<file path="src/sv/bsx_pkg.sv">
// Shared types, constants and helpers of the byte stuffer with XOR check.
package bsx_pkg;

    localparam int BYTE_W    = 8;
    localparam int CFG_IDX_W = 2;

    localparam logic [BYTE_W-1:0] FLAG_BYTE_RST   = 8'd126;
    localparam logic [BYTE_W-1:0] ESCAPE_BYTE_RST = 8'd125;
    localparam logic [BYTE_W-1:0] FLAG_CODE_RST   = 8'd94;
    localparam logic [BYTE_W-1:0] ESCAPE_CODE_RST = 8'd93;

    typedef enum logic [CFG_IDX_W-1:0] {
        CFG_FLAG_BYTE   = 2'd0,
        CFG_ESCAPE_BYTE = 2'd1,
        CFG_FLAG_CODE   = 2'd2,
        CFG_ESCAPE_CODE = 2'd3
    } t_cfg_idx;

    typedef enum logic [1:0] {
        KIND_PLAIN = 2'd0,
        KIND_FLAG  = 2'd1,
        KIND_ESC   = 2'd2
    } t_kind;

    typedef struct packed {
        logic [BYTE_W-1:0] flag_byte;
        logic [BYTE_W-1:0] escape_byte;
        logic [BYTE_W-1:0] flag_code;
        logic [BYTE_W-1:0] escape_code;
    } t_cfg;

    // One classified payload byte plus, on the last byte, the frame check.
    typedef struct packed {
        logic [BYTE_W-1:0] data;
        t_kind             data_kind;
        logic              has_check;
        logic [BYTE_W-1:0] check;
        t_kind             check_kind;
    } t_entry;

    typedef enum logic [2:0] {
        BK_IDLE      = 3'd0,
        BK_DATA      = 3'd1,
        BK_DATA_CODE = 3'd2,
        BK_CHK       = 3'd3,
        BK_CHK_CODE  = 3'd4
    } t_bk_state;

    // Flag wins when flag and escape hold the same value.
    function automatic t_kind classify(input logic [BYTE_W-1:0] b, input t_cfg c);
        t_kind k;
        if (b == c.flag_byte) begin
            k = KIND_FLAG;
        end else if (b == c.escape_byte) begin
            k = KIND_ESC;
        end else begin
            k = KIND_PLAIN;
        end
        return k;
    endfunction

endpackage

</file>
<file path="src/sv/bsx_if.sv">
// Handshake channel interfaces: payload input, line output, register writes.
interface bsx_in_if;
    logic                       valid;
    logic                       ready;
    logic [bsx_pkg::BYTE_W-1:0] payload_byte;
    logic                       end_of_payload;

    modport source (output valid, payload_byte, end_of_payload, input ready);
    modport sink (input valid, payload_byte, end_of_payload, output ready);
endinterface

interface bsx_out_if;
    logic                       valid;
    logic                       ready;
    logic [bsx_pkg::BYTE_W-1:0] line_byte;
    logic                       end_of_output;

    modport source (output valid, line_byte, end_of_output, input ready);
    modport sink (input valid, line_byte, end_of_output, output ready);
endinterface

interface bsx_cfg_if;
    logic                          valid;
    logic                          ready;
    logic [bsx_pkg::CFG_IDX_W-1:0] index;
    logic [bsx_pkg::BYTE_W-1:0]    data;

    modport source (output valid, index, data, input ready);
    modport sink (input valid, index, data, output ready);
endinterface

</file>
<file path="src/sv/bsx_front.sv">
// Front end: take payload bytes, keep the running check, classify into queue entries.
module bsx_front (
    input  logic              i_clk,
    input  logic              i_rst_n,
    bsx_in_if.sink            i_in,
    input  bsx_pkg::t_cfg     i_cfg,
    input  logic              i_q_full,
    output logic              o_push,
    output bsx_pkg::t_entry   o_entry
);
    import bsx_pkg::*;

    logic [BYTE_W-1:0] r_check;
    logic [BYTE_W-1:0] n_check;
    logic [BYTE_W-1:0] check_now;

    assign i_in.ready = !i_q_full;
    assign o_push     = i_in.valid && !i_q_full;
    assign check_now  = r_check ^ i_in.payload_byte;

    always_comb begin
        o_entry.data       = i_in.payload_byte;
        o_entry.data_kind  = classify(i_in.payload_byte, i_cfg);
        o_entry.has_check  = i_in.end_of_payload;
        o_entry.check      = check_now;
        o_entry.check_kind = classify(check_now, i_cfg);
    end

    // Clear the check after the last byte of a frame.
    always_comb begin
        n_check = r_check;
        if (o_push) begin
            n_check = i_in.end_of_payload ? '0 : check_now;
        end
    end

    always_ff @(posedge i_clk) begin
        if (!i_rst_n) begin
            r_check <= '0;
        end else begin
            r_check <= n_check;
        end
    end

endmodule

</file>
<file path="src/sv/bsx_queue.sv">
// Two-entry queue between the front and back ends.
module bsx_queue (
    input  logic            i_clk,
    input  logic            i_rst_n,
    input  logic            i_push,
    input  bsx_pkg::t_entry i_entry,
    input  logic            i_pop,
    output logic            o_full,
    output logic            o_valid,
    output bsx_pkg::t_entry o_entry
);
    import bsx_pkg::*;

    t_entry     r_mem [2];
    logic       r_wr_ptr;
    logic       r_rd_ptr;
    logic [1:0] r_count;
    logic [1:0] n_count;

    assign o_full  = (r_count == 2'd2);
    assign o_valid = (r_count != 2'd0);
    assign o_entry = r_mem[r_rd_ptr];

    always_comb begin
        n_count = r_count;
        if (i_push && !i_pop) begin
            n_count = r_count + 2'd1;
        end else if (i_pop && !i_push) begin
            n_count = r_count - 2'd1;
        end
    end

    always_ff @(posedge i_clk) begin
        if (i_push) begin
            r_mem[r_wr_ptr] <= i_entry;
        end
    end

    always_ff @(posedge i_clk) begin
        if (!i_rst_n) begin
            r_wr_ptr <= 1'b0;
            r_rd_ptr <= 1'b0;
            r_count  <= 2'd0;
        end else begin
            if (i_push) begin
                r_wr_ptr <= !r_wr_ptr;
            end
            if (i_pop) begin
                r_rd_ptr <= !r_rd_ptr;
            end
            r_count <= n_count;
        end
    end

endmodule

</file>
<file path="src/sv/bsx_back.sv">
// Back end: expand queue entries into stuffed line bytes behind an output register.
module bsx_back (
    input  logic            i_clk,
    input  logic            i_rst_n,
    input  bsx_pkg::t_cfg   i_cfg,
    input  logic            i_q_valid,
    input  bsx_pkg::t_entry i_q_entry,
    output logic            o_pop,
    bsx_out_if.source       o_out
);
    import bsx_pkg::*;

    t_bk_state         r_state;
    t_bk_state         n_state;
    t_entry            r_entry;
    logic              r_ov;
    logic [BYTE_W-1:0] r_byte;
    logic              r_mark;

    logic              can_emit;
    logic              emit;
    logic              done;
    logic [BYTE_W-1:0] emit_byte;
    logic              emit_mark;

    assign can_emit = !r_ov || o_out.ready;
    assign emit     = (r_state != BK_IDLE) && can_emit;
    assign o_pop    = i_q_valid && ((r_state == BK_IDLE) || (emit && done));

    // Next state.
    always_comb begin
        n_state = r_state;
        done    = 1'b0;
        unique case (r_state)
            BK_IDLE: begin
                n_state = BK_IDLE;
            end
            BK_DATA: begin
                if (r_entry.data_kind != KIND_PLAIN) begin
                    n_state = BK_DATA_CODE;
                end else if (r_entry.has_check) begin
                    n_state = BK_CHK;
                end else begin
                    done = 1'b1;
                end
            end
            BK_DATA_CODE: begin
                if (r_entry.has_check) begin
                    n_state = BK_CHK;
                end else begin
                    done = 1'b1;
                end
            end
            BK_CHK: begin
                if (r_entry.check_kind != KIND_PLAIN) begin
                    n_state = BK_CHK_CODE;
                end else begin
                    done = 1'b1;
                end
            end
            BK_CHK_CODE: begin
                done = 1'b1;
            end
            default: begin
                n_state = BK_IDLE;
            end
        endcase
        if (r_state != BK_IDLE && !can_emit) begin
            n_state = r_state;
        end else if (r_state == BK_IDLE || done) begin
            n_state = i_q_valid ? BK_DATA : BK_IDLE;
        end
    end

    // Outputs: the line byte for the current step.
    always_comb begin
        emit_byte = r_entry.data;
        emit_mark = 1'b0;
        unique case (r_state)
            BK_DATA: begin
                emit_byte = (r_entry.data_kind == KIND_PLAIN) ? r_entry.data
                                                              : i_cfg.escape_byte;
            end
            BK_DATA_CODE: begin
                emit_byte = (r_entry.data_kind == KIND_FLAG) ? i_cfg.flag_code
                                                             : i_cfg.escape_code;
            end
            BK_CHK: begin
                if (r_entry.check_kind == KIND_PLAIN) begin
                    emit_byte = r_entry.check;
                    emit_mark = 1'b1;
                end else begin
                    emit_byte = i_cfg.escape_byte;
                end
            end
            BK_CHK_CODE: begin
                emit_byte = (r_entry.check_kind == KIND_FLAG) ? i_cfg.flag_code
                                                              : i_cfg.escape_code;
                emit_mark = 1'b1;
            end
            default: begin
                emit_byte = r_entry.data;
            end
        endcase
    end

    assign o_out.valid         = r_ov;
    assign o_out.line_byte     = r_byte;
    assign o_out.end_of_output = r_mark;

    always_ff @(posedge i_clk) begin
        if (o_pop) begin
            r_entry <= i_q_entry;
        end
        if (emit) begin
            r_byte <= emit_byte;
            r_mark <= emit_mark;
        end
    end

    always_ff @(posedge i_clk) begin
        if (!i_rst_n) begin
            r_state <= BK_IDLE;
            r_ov    <= 1'b0;
        end else begin
            r_state <= n_state;
            if (emit) begin
                r_ov <= 1'b1;
            end else if (o_out.ready) begin
                r_ov <= 1'b0;
            end
        end
    end

endmodule

</file>
<file path="src/sv/byte_stuffer_with_xor_check.sv">
// Top level of the byte stuffer with XOR check byte.
//
// Payload bytes enter on i_in and leave stuffed on o_out, one line byte per
// cycle at most. A byte equal to the flag byte goes out as the escape byte and
// the flag code; a byte equal to the escape byte goes out as the escape byte and
// the escape code (flag wins when both registers match). After the byte marked
// end_of_payload, the XOR of all payload bytes of the frame follows, stuffed the
// same way, with end_of_output set on its final line byte; the check then
// restarts at zero. A plain payload byte becomes one line byte, an escaped one two,
// and the last byte of a frame adds one or two more for the check; the single
// output register emits one line byte per cycle while the line side is ready. A
// two-entry queue lets input keep flowing while the output side stalls. Registers
// (flag byte, escape byte, flag code, escape code at indexes 0 to 3) are written
// on i_cfg and take effect at once; write them only while no transfer is in
// flight. i_cfg is always ready.
module byte_stuffer_with_xor_check (
    input  logic      i_clk,
    input  logic      i_rst_n,
    bsx_in_if.sink    i_in,
    bsx_out_if.source o_out,
    bsx_cfg_if.sink   i_cfg
);
    import bsx_pkg::*;

    t_cfg   r_cfg;
    t_entry front_entry;
    t_entry q_entry;
    logic   push;
    logic   pop;
    logic   q_full;
    logic   q_valid;

    // Register writes: always accept, apply on the transfer.
    assign i_cfg.ready = 1'b1;

    always_ff @(posedge i_clk) begin
        if (!i_rst_n) begin
            r_cfg.flag_byte   <= FLAG_BYTE_RST;
            r_cfg.escape_byte <= ESCAPE_BYTE_RST;
            r_cfg.flag_code   <= FLAG_CODE_RST;
            r_cfg.escape_code <= ESCAPE_CODE_RST;
        end else if (i_cfg.valid) begin
            unique case (t_cfg_idx'(i_cfg.index))
                CFG_FLAG_BYTE:   r_cfg.flag_byte   <= i_cfg.data;
                CFG_ESCAPE_BYTE: r_cfg.escape_byte <= i_cfg.data;
                CFG_FLAG_CODE:   r_cfg.flag_code   <= i_cfg.data;
                CFG_ESCAPE_CODE: r_cfg.escape_code <= i_cfg.data;
                default: begin
                    r_cfg <= r_cfg;
                end
            endcase
        end
    end

    // Front: classify each payload byte and fold it into the check.
    bsx_front u_front (
        .i_clk    (i_clk),
        .i_rst_n  (i_rst_n),
        .i_in     (i_in),
        .i_cfg    (r_cfg),
        .i_q_full (q_full),
        .o_push   (push),
        .o_entry  (front_entry)
    );

    // Queue: decouple input acceptance from line output stalls.
    bsx_queue u_queue (
        .i_clk   (i_clk),
        .i_rst_n (i_rst_n),
        .i_push  (push),
        .i_entry (front_entry),
        .i_pop   (pop),
        .o_full  (q_full),
        .o_valid (q_valid),
        .o_entry (q_entry)
    );

    // Back: expand entries into line bytes, one per cycle while the line side is ready.
    bsx_back u_back (
        .i_clk     (i_clk),
        .i_rst_n   (i_rst_n),
        .i_cfg     (r_cfg),
        .i_q_valid (q_valid),
        .i_q_entry (q_entry),
        .o_pop     (pop),
        .o_out     (o_out)
    );

endmodule

</file>
<file path="src/flat_wrapper.sv">
// flat-port wrapper written by rule: the top's interface ports become plain ports
module byte_stuffer_with_xor_check_flat import bsx_pkg::*;
  (i_clk, i_rst_n, i_in_valid, i_in_payload_byte, i_in_end_of_payload, i_in_ready, o_out_valid, o_out_line_byte, o_out_end_of_output, o_out_ready, i_cfg_valid, i_cfg_index, i_cfg_data, i_cfg_ready);
  bsx_in_if i_in_i ();
  bsx_out_if o_out_i ();
  bsx_cfg_if i_cfg_i ();
  input  logic i_clk;
  input  logic i_rst_n;
  input wire logic [$bits(i_in_i.valid)-1:0] i_in_valid;
  input wire logic [$bits(i_in_i.payload_byte)-1:0] i_in_payload_byte;
  input wire logic [$bits(i_in_i.end_of_payload)-1:0] i_in_end_of_payload;
  output wire logic [$bits(i_in_i.ready)-1:0] i_in_ready;
  output wire logic [$bits(o_out_i.valid)-1:0] o_out_valid;
  output wire logic [$bits(o_out_i.line_byte)-1:0] o_out_line_byte;
  output wire logic [$bits(o_out_i.end_of_output)-1:0] o_out_end_of_output;
  input wire logic [$bits(o_out_i.ready)-1:0] o_out_ready;
  input wire logic [$bits(i_cfg_i.valid)-1:0] i_cfg_valid;
  input wire logic [$bits(i_cfg_i.index)-1:0] i_cfg_index;
  input wire logic [$bits(i_cfg_i.data)-1:0] i_cfg_data;
  output wire logic [$bits(i_cfg_i.ready)-1:0] i_cfg_ready;
  assign i_in_i.valid = i_in_valid;
  assign i_in_i.payload_byte = i_in_payload_byte;
  assign i_in_i.end_of_payload = i_in_end_of_payload;
  assign i_in_ready = i_in_i.ready;
  assign o_out_valid = o_out_i.valid;
  assign o_out_line_byte = o_out_i.line_byte;
  assign o_out_end_of_output = o_out_i.end_of_output;
  assign o_out_i.ready = o_out_ready;
  assign i_cfg_i.valid = i_cfg_valid;
  assign i_cfg_i.index = i_cfg_index;
  assign i_cfg_i.data = i_cfg_data;
  assign i_cfg_ready = i_cfg_i.ready;
  byte_stuffer_with_xor_check u_core (.i_clk(i_clk), .i_rst_n(i_rst_n), .i_in(i_in_i), .o_out(o_out_i), .i_cfg(i_cfg_i));
endmodule
</file>
<file path="config.mk">
export PLATFORM = sky130hd
export DESIGN_NAME = byte_stuffer_with_xor_check_flat
export DESIGN_NICKNAME = d
export VERILOG_FILES = /design/src/sv/bsx_pkg.sv /design/src/sv/bsx_if.sv /design/src/sv/bsx_front.sv /design/src/sv/bsx_queue.sv /design/src/sv/bsx_back.sv /design/src/sv/byte_stuffer_with_xor_check.sv /design/src/flat_wrapper.sv
export SDC_FILE = /design/constraint.sdc
export NUM_CORES = 1
export LEC_CHECK = 0
export BUFFER_PORTS_ARGS = -buffer_cell sky130_fd_sc_hd__buf_2
export CORE_MARGIN = 2
export CORE_UTILIZATION = 24
export CTS_BUF_LIST = sky130_fd_sc_hd__clkbuf_4
export DETAILED_ROUTE_END_ITERATION = 6
export PLACE_DENSITY = 0.46
export SLEW_MARGIN = 0
export SYNTH_ARGS = -nofsm -noshare
export SYNTH_HDL_FRONTEND = slang
export SYNTH_SLANG_ARGS = --single-unit
</file>
<file path="constraint.sdc">
create_clock -name i_clk -period 3.4 [get_ports i_clk]
set_clock_uncertainty 0.2 [all_clocks]
set_input_delay 0.17 -clock i_clk [delete_from_list [all_inputs] [get_ports i_clk]]
set_output_delay 0.17 -clock i_clk [all_outputs]
set_load 0.02 [all_outputs]
</file>
==> out/metrics.cfg, run 1 <==
[critical_path]
cp.arrival_ns=2.89
required_ns=3.65
crit_type=flip-flop to flip-flop
crit_path_start_kind=flip-flop
end_kind=flip-flop
critPathMaxFanout=8

[clock_tree]
clock-sinks=120
clock_latency_ns=0.53
cts_made_buffers=17
path_clk_slew_ns=0.10
h-tree-depth=4
cts-root-buf=clkbuf_4
cts_resized=0
cts_tree=yes
clk_path_buf_depth=2

[drt]
vias=3794
wl_per_cell_um=16.9
first_iter_violations=251
dr.pass1.iters=4
postRouteWirelength_mm=14.3
drc=0
viasPerCell=4.48
ant_nets=0

[yosys]
syn_area_mm2=0.00545
synth_edf_count=72
ys_ff_latch=120
synth_area_per_cell_um2=11.1
yosys.cell_types.count=53
synthTopCellsByCount=nand2_1, edfxtp_1, dfxtp_1
synth_top_area_share=0.396
syn_nets=515
syn_inst=490
yosys_warnings=0
synthTopCellsByArea=edfxtp_1, dfxtp_1, nand2_1
seq_area_frac_synth=0.573
yosysMostFrequentCell=nand2_1
ys_async_sr_fraction=0
synth_area_leader_cell=edfxtp_1
synth_top_flop_cell=edfxtp_1

[place]
io_buffers=34
place_worst_setup_slack_ns=0.773
globalplace.congestion=0.817
post-dp-hpwl_mm=10.2
post-place-cells=785

[sta]
period_share=0.776
slew_violations=0
holdWs_ns=0.0769
period_minus_slack_ns=2.64
slew_headroom=0.254
tns_ns=0
tightest_slew_ns=1.12
rsz0062_at_grt=false
finalWorstSetupSlack_ns=0.761
finalSetupViolations=0
max_freq_mhz=379
finalHoldViolations=0

[final_layout]
fin_nets=573
fin_cells=847
area_growth_pct=18.2
nFillCells=2292
drive_gt1_frac=0.178

[power]
pwr-share-comb=0.273
p_clk_frac=0.221
power.switching_mw=1.44
p_seq_frac=0.506
powerDensity_mw_per_mm2=672
peakVddDrop_v=0.000212
switching_share=0.333
p_int_mw=2.89
p_leak_nw=2.34

[floorplanning]
die_area_mm2=0.0239
rows=55
die_x_um=155
ios=36
core-area_mm2=0.0225
initial_core_util=0.242
fp.dieH_um=155

[global_routing]
grt_max_degree=43
gr-total-overflow=0
grt_pass1_vias=3831
track_usage=0.124
grt_pass1_wl_mm=22.0
antenna_found_initial=1

[outcome]
status=complete, no violations

[worst_hold_path]
hp-class=input pin to flip-flop

[run]
max-cap-violations=0

[kinds of logic after synthesis]
| kind of cell | synth area share |
|---|---|
| AND/OR/NAND/NOR | 0.164 |
| flip-flops | 0.573 |
| AO/OA/AOI/OAI | 0.0961 |
| buffers and inverters | 0.0346 |
| XOR/XNOR | 0.0842 |
| multiplexers | 0.0452 |
| adder cells (fa/ha/maj) | 0.00229 |
| other | 0.000688 |
[layout by cell type, fill, tap and decap left out, types with 6 or more instances in the layout]
cell type and n:
a21boi_0 17, a21o_1 8, a21oi_1 7, buf_2 34
clkbuf_4 20, clkinv_2 6, dfxtp_1 48, dlygate4sd3_1 29
edfxtp_1 72, inv_1 15, mux2_2 21, nand2_1 91
nand3_1 25, nand3b_1 10, nand4_1 8, nor2_1 17
nor2b_1 6, nor3_1 7, o2111ai_1 8, o21ai_0 14
xnor2_1 26, xnor3_1 6, xor2_1 11
[through the flow]
step                      cell area (um2)  utilization  total power, mW
after detailed placement             5890        0.262             3.40
final                                6450        0.286             4.33
after global placement               5890        0.262             3.37
after CTS                            6440        0.286             4.39
after global routing                 6450        0.286             4.60
after floorplan                      5450            -             2.98
[critical path: stages, from the launching register on]
cell	delay [ns]
edfxtp_1	0.46
nor3b_2	0.47
a32oi_1	0.29
a21o_1	0.24
ha_1	0.33
or3_1	0.36
a21boi_0	0.21
[metal layers]
| layer | GRT usage | share of wire | routed length [um] | vias to the layer above |
|---|---|---|---|---|
| met3 | 0.0336 | 0.030 | 429 | 24 |
| met1 | 0.153 | 0.46 | 6550 | 1848 |
| li1 | - | - | - | 1852 |
| met4 | 0.0445 | 0.024 | 340 | 0 |
| met2 | 0.209 | 0.49 | 6980 | 70 |
| met5 | 0 | 0 | 0 | - |
[area by class of cell]
type,instances,area [um2],share of cell area
well taps,285,357,0.0553
multi-input cells,326,2150,0.334
inverters,15,56.3,0.00873
repair buffers,68,498,0.0773
flip-flops and latches,120,3120,0.484
clock inverters,12,109,0.0169
diodes,1,2.50,0.000388
clock buffers,20,150,0.0233
[timing repair]
item                      CTS  global route
buffers inserted            0             0
hold endpoints to repair   83             0
hold buffers               29             0
[power by group through the flow]
stage / Clock [mW] / Sequential [mW] / Combinational [mW]
2_1_floorplan: 0 / 2.18 / 0.799
3_3_place_gp: 0 / 2.22 / 1.15
3_5_place_dp: 0 / 2.23 / 1.16
4_1_cts: 0.990 / 2.20 / 1.20
5_1_grt: 1.06 / 2.23 / 1.31
6_report: 0.959 / 2.19 / 1.18
[flip-flops by register name, indices dropped and copies added, names as in the netlist]
signal / cells
u_core.u_back.o_out.valid: 1
u_core.u_queue.r_wr_ptr: 1
u_core.u_queue.r_rd_ptr: 1
u_core.u_queue.r_mem: 42
u_core.u_back.o_out.end_of_output: 1
u_core.u_back.r_state: 3
u_core.u_back.r_entry: 21
u_core.r_cfg: 32
u_core.u_queue.r_count: 2
u_core.u_front.r_check: 8
u_core.u_back.o_out.line_byte: 8
[worst paths after layout]
check | start | end | slack, ns | depth (start not counted)
max | u_core.u_back.r_entry[0] | u_core.u_queue.r_count[1] | 0.76 | 6
min | i_in_valid | u_core.u_front.r_check[5] | 0.08 | 4
max reg2reg | u_core.u_back.r_entry[0] | u_core.u_queue.r_count[1] | 0.76 | 6
min reg2reg | u_core.r_cfg[15] | u_core.r_cfg[15] | 0.27 | 2
Note: power is estimated with default switching activity, not from simulation.
==> run 2: changes to the inputs <==
--- a/config.mk
+++ b/config.mk
@@ -5,12 +5,13 @@
 export SDC_FILE = /design/constraint.sdc
 export NUM_CORES = 1
 export LEC_CHECK = 0
+export ABC_AREA = 1
 export BUFFER_PORTS_ARGS = -buffer_cell sky130_fd_sc_hd__buf_2
 export CORE_MARGIN = 2
 export CORE_UTILIZATION = 24
 export CTS_BUF_LIST = sky130_fd_sc_hd__clkbuf_4
 export DETAILED_ROUTE_END_ITERATION = 6
-export PLACE_DENSITY = 0.46
+export PLACE_DENSITY = 0.47
 export SLEW_MARGIN = 0
 export SYNTH_ARGS = -nofsm -noshare
 export SYNTH_HDL_FRONTEND = slang
==> constraint.sdc (replaced) <==
create_clock -name i_clk -period 2.4 [get_ports i_clk]
set_clock_uncertainty 0.2 [all_clocks]
set_input_delay 0.12 -clock i_clk [delete_from_list [all_inputs] [get_ports i_clk]]
set_output_delay 0.12 -clock i_clk [all_outputs]
set_load 0.02 [all_outputs]
==> run 2 against run 1 <==
Against the previous run: design area increased by 1.2%; global-route usage down 0.37 points; sequential power up 37%; register-to-register slack got worse by 0.49 ns; final cell count increased by 14%; clock power rose by 56%; critical path depth up 3; sequential share of layout area fell by 0.59 points; non-clock buffer count grew 10; combinational power rose by 68%; flip-flop and latch count unchanged; highest routed layer unchanged.
==> out/metrics.cfg, run 2 <==
[outcome]
status=complete, no violations

[critical_path]
crit_type=input pin to flip-flop
crit_path_start_kind=input pin
rrSetupSlack_ns=0.27  ; -0.49 ns
critPathMaxFanout=13  ; +5
crit_path_frequent_cell=dlygate4sd3_1
cp.buffers_inverters=6  ; +6
cp.arrival_ns=2.48  ; -0.41 ns
timing.rr.start=u_core.u_back.r_state[1]
cpPeakStageDelay_ns=0.58  ; +0.11 ns
crit_chain=dlygate4sd3_1 > buf_2 > inv_1 > nor3_2 > buf_4 > nand2_1 > dlygate4sd3_1 > nand3_1 > dlygate4sd3_1
rr_worst_depth=11  ; +5
critPathSlowestCell=dlygate4sd3_1
crit_family=buffers and inverters
required_ns=2.61  ; -1.04 ns
r2r_end=u_core.u_queue.r_count[1]
end_kind=flip-flop

[floorplanning]
fp.dieH_um=154  ; -0.61%
core-area_mm2=0.0219  ; -2.7%
ios=36  ; unchanged
die_area_mm2=0.0237  ; -1.2%
die_x_um=154  ; -0.61%
rows=54  ; -1.8%
initial_core_util=0.246  ; +0.00363

[final_layout]
drive_gt1_frac=0.154  ; -0.0245
nFillCells=2361  ; +3.0%
largest_reg_flops=42  ; unchanged
fin_nets=695  ; +21%
area_growth_pct=21.2
layout_commonest_cell=nand2_1
finalInstanceArea_mm2=0.00653  ; +1.2%
regMostFlops=u_core.u_queue.r_mem
reg_top3=u_core.u_queue.r_mem (42), u_core.r_cfg (32), u_core.u_back.r_entry (21)
layout_common_cells=nand2_1, edfxtp_1, inv_1, nor2_1, dfxtp_1

[sta]
tns_ns=0  ; unchanged
max_freq_mhz=442
tightest_slew_ns=0.910  ; -0.208 ns
period_share=0.943
finalWorstSetupSlack_ns=0.137  ; -0.623 ns
period_minus_slack_ns=2.26
slew_violations=0  ; unchanged
rsz0062_at_grt=false
finalHoldViolations=0  ; unchanged
slew_headroom=0.392  ; +0.139
finalSetupViolations=0  ; unchanged

[clock_tree]
clk_path_buf_depth=2  ; unchanged
cts_setup_buffers=0  ; unchanged
clock_latency_ns=0.52  ; about the same
h-tree-depth=4  ; unchanged
path_clk_slew_ns=0.11  ; about the same
ctsHoldBuffers=28  ; -3.4%
cts_resized=0  ; unchanged
cts_tree=yes
cts-root-buf=clkbuf_4
cts_made_buffers=17  ; unchanged
clock-sinks=120  ; unchanged

[global_routing]
grt_max_degree=24  ; -44%
gr-total-overflow=0  ; unchanged
track_usage=0.121  ; -0.00371
antenna_found_initial=1  ; unchanged
grt_pass1_wl_mm=21.6  ; -1.8%
grt_pass1_vias=3814  ; -0.44%

[power]
power_mw=6.49  ; +50%
powerDensity_mw_per_mm2=994  ; +48%
p_leak_nw=2.76  ; +18%
power.switching_mw=2.29  ; +59%
pwr-share-comb=0.305  ; +0.032
switching_share=0.353  ; +0.0203
p_int_mw=4.19  ; +45%
p_clk_frac=0.231  ; +0.010
p_seq_frac=0.464  ; -0.042
peakVddDrop_v=0.000336  ; +59%

[drt]
viasPerCell=4.21  ; -6.0%
wl_per_cell_um=14.2  ; -16%
postRouteWirelength_mm=13.7  ; -4.4%
first_iter_violations=197  ; -22%
vias=4061  ; +7.0%
drc=0  ; unchanged
dr.pass1.iters=5  ; +1
ant_nets=0  ; unchanged

[worst_hold_path]
hp-class=input pin to flip-flop
whs_endpoint=u_core.u_queue.r_mem[1][10]
hold_path_depth=2  ; -2
hold_start=i_in_end_of_payload

[yosys]
synthTopCellsByArea=edfxtp_1, dfxtp_1, nand2_1
synth_top_flop_cell=edfxtp_1
syn_inst=589  ; +20%
synth_edf_count=72  ; unchanged
yosys.cell_types.count=33  ; -38%
yosys_warnings=0  ; unchanged
synth_top_area_share=0.401  ; +0.00507
synth_area_leader_cell=edfxtp_1
yosysMostFrequentCell=nand2_1
ys_async_sr_fraction=0  ; unchanged
synthTopCellsByCount=nand2_1, edfxtp_1, inv_1
syn_nets=614  ; +19%
synth_area_per_cell_um2=9.14  ; -18%
syn_area_mm2=0.00539  ; -1.3%
seq_area_frac_synth=0.580  ; +0.00732
ys_ff_latch=120  ; unchanged

[run]
max-cap-violations=0  ; unchanged

[place]
io_buffers=34  ; unchanged
post-dp-hpwl_mm=9.98  ; -2.1%
place_worst_setup_slack_ns=0.294  ; -0.479 ns
globalplace.congestion=0.829  ; +1.4%
dpl_cell_area_mm2=0.00595  ; +1.0%

run 2: changes by cell type after synthesis, sizes merged, moves of 17 or more:
| cell | before | now |
|---|---|---|
| a21oi | 9 | 34 |
| a21boi | 17 | 0 |
| o21ai | 14 | 47 |
| inv | 15 | 66 |
| nor2 | 20 | 56 |
| nand2 | 91 | 152 |
| mux2 | 21 | 0 |
run 2: how the worst max path moves through the flow:
stage                         startpoint  slack (ns)                          to  cells past startpoint
6_report                     i_cfg_valid        0.14            u_core.r_cfg[14]                      9
4_1_cts                      i_cfg_valid        0.24            u_core.r_cfg[14]                      9
2_1_floorplan  u_core.u_queue.r_count[0]        0.04  u_core.u_queue.r_mem[1][0]                      5
3_5_place_dp    u_core.u_back.r_state[1]        0.29   u_core.u_queue.r_count[1]                     11
5_1_grt                      i_cfg_valid        0.09            u_core.r_cfg[14]                      9
3_3_place_gp    u_core.u_back.r_state[1]        0.31   u_core.u_queue.r_count[1]                     11
run 2: cell families (layout without fill, tap and decap cells):
group                      after synthesis  count (layout)  share of synthesized area
xor gates and xnor gates                30              30                     0.0488
DFF                                    120             120                      0.580
other                                    1               2                   0.000696
buffers and inverters                   82             176                     0.0604
adders and majority gates                1               1                    0.00232
and+or+nand+nor                        255             255                      0.204
AOI/OAI and AO/OA                      100             100                      0.104
run 2: power by group through the flow:
stage | clock network (mW) | registers (mW) | logic [mW]
final | 1.50 | 3.01 | 1.98
after global routing | 1.63 | 3.07 | 2.24
after CTS | 1.54 | 3.02 | 1.99
after detailed placement | 0 | 3.07 | 1.95
after global placement | 0 | 3.06 | 1.96
after floorplan | 0 | 3.14 | 1.17
run 2: routing by layer:
layer / up-vias / global-route usage / wire length (um)
met1: 1852 / 0.172 / 7070
met2: 81 / 0.179 / 5910
met4: 0 / 0.0328 / 142
met3: 12 / 0.0341 / 540
met5: - / 0 / 0
li1: 2116 / - / -
run 2: cell type report:
class                      count  area, um2  share of cell area
sequential                   120       3120               0.479
multi-input combinational    387       1940               0.298
timing repair buffer          78        571              0.0874
tap                          280        350              0.0537
inverter                      66        248              0.0380
clock buffer                  21        158              0.0242
clock inverter                11        131              0.0201
antenna                        1       2.50            0.000384
run 2: worst reg2reg max path, delay by kind of cell, from the launching register on:
kind | cells | cell delay, ns
AND/OR/NAND/NOR | 5 | 0.56
flip-flops | 1 | 0.52
AO/OA/AOI/OAI | 4 | 0.44
adder cells (fa/ha/maj) | 1 | 0.26
buffers and inverters | 1 | 0.06
run 2: metrics by stage:
stage | hold slack, ns | util | instances
2_1_floorplan | 0.0189 | - | 589
3_3_place_gp | 0.148 | 0.272 | 903
3_5_place_dp | 0.141 | 0.272 | 903
4_1_cts | 0.106 | 0.298 | 963
5_1_grt | 0.102 | 0.298 | 964
6_report | 0.156 | 0.298 | 964
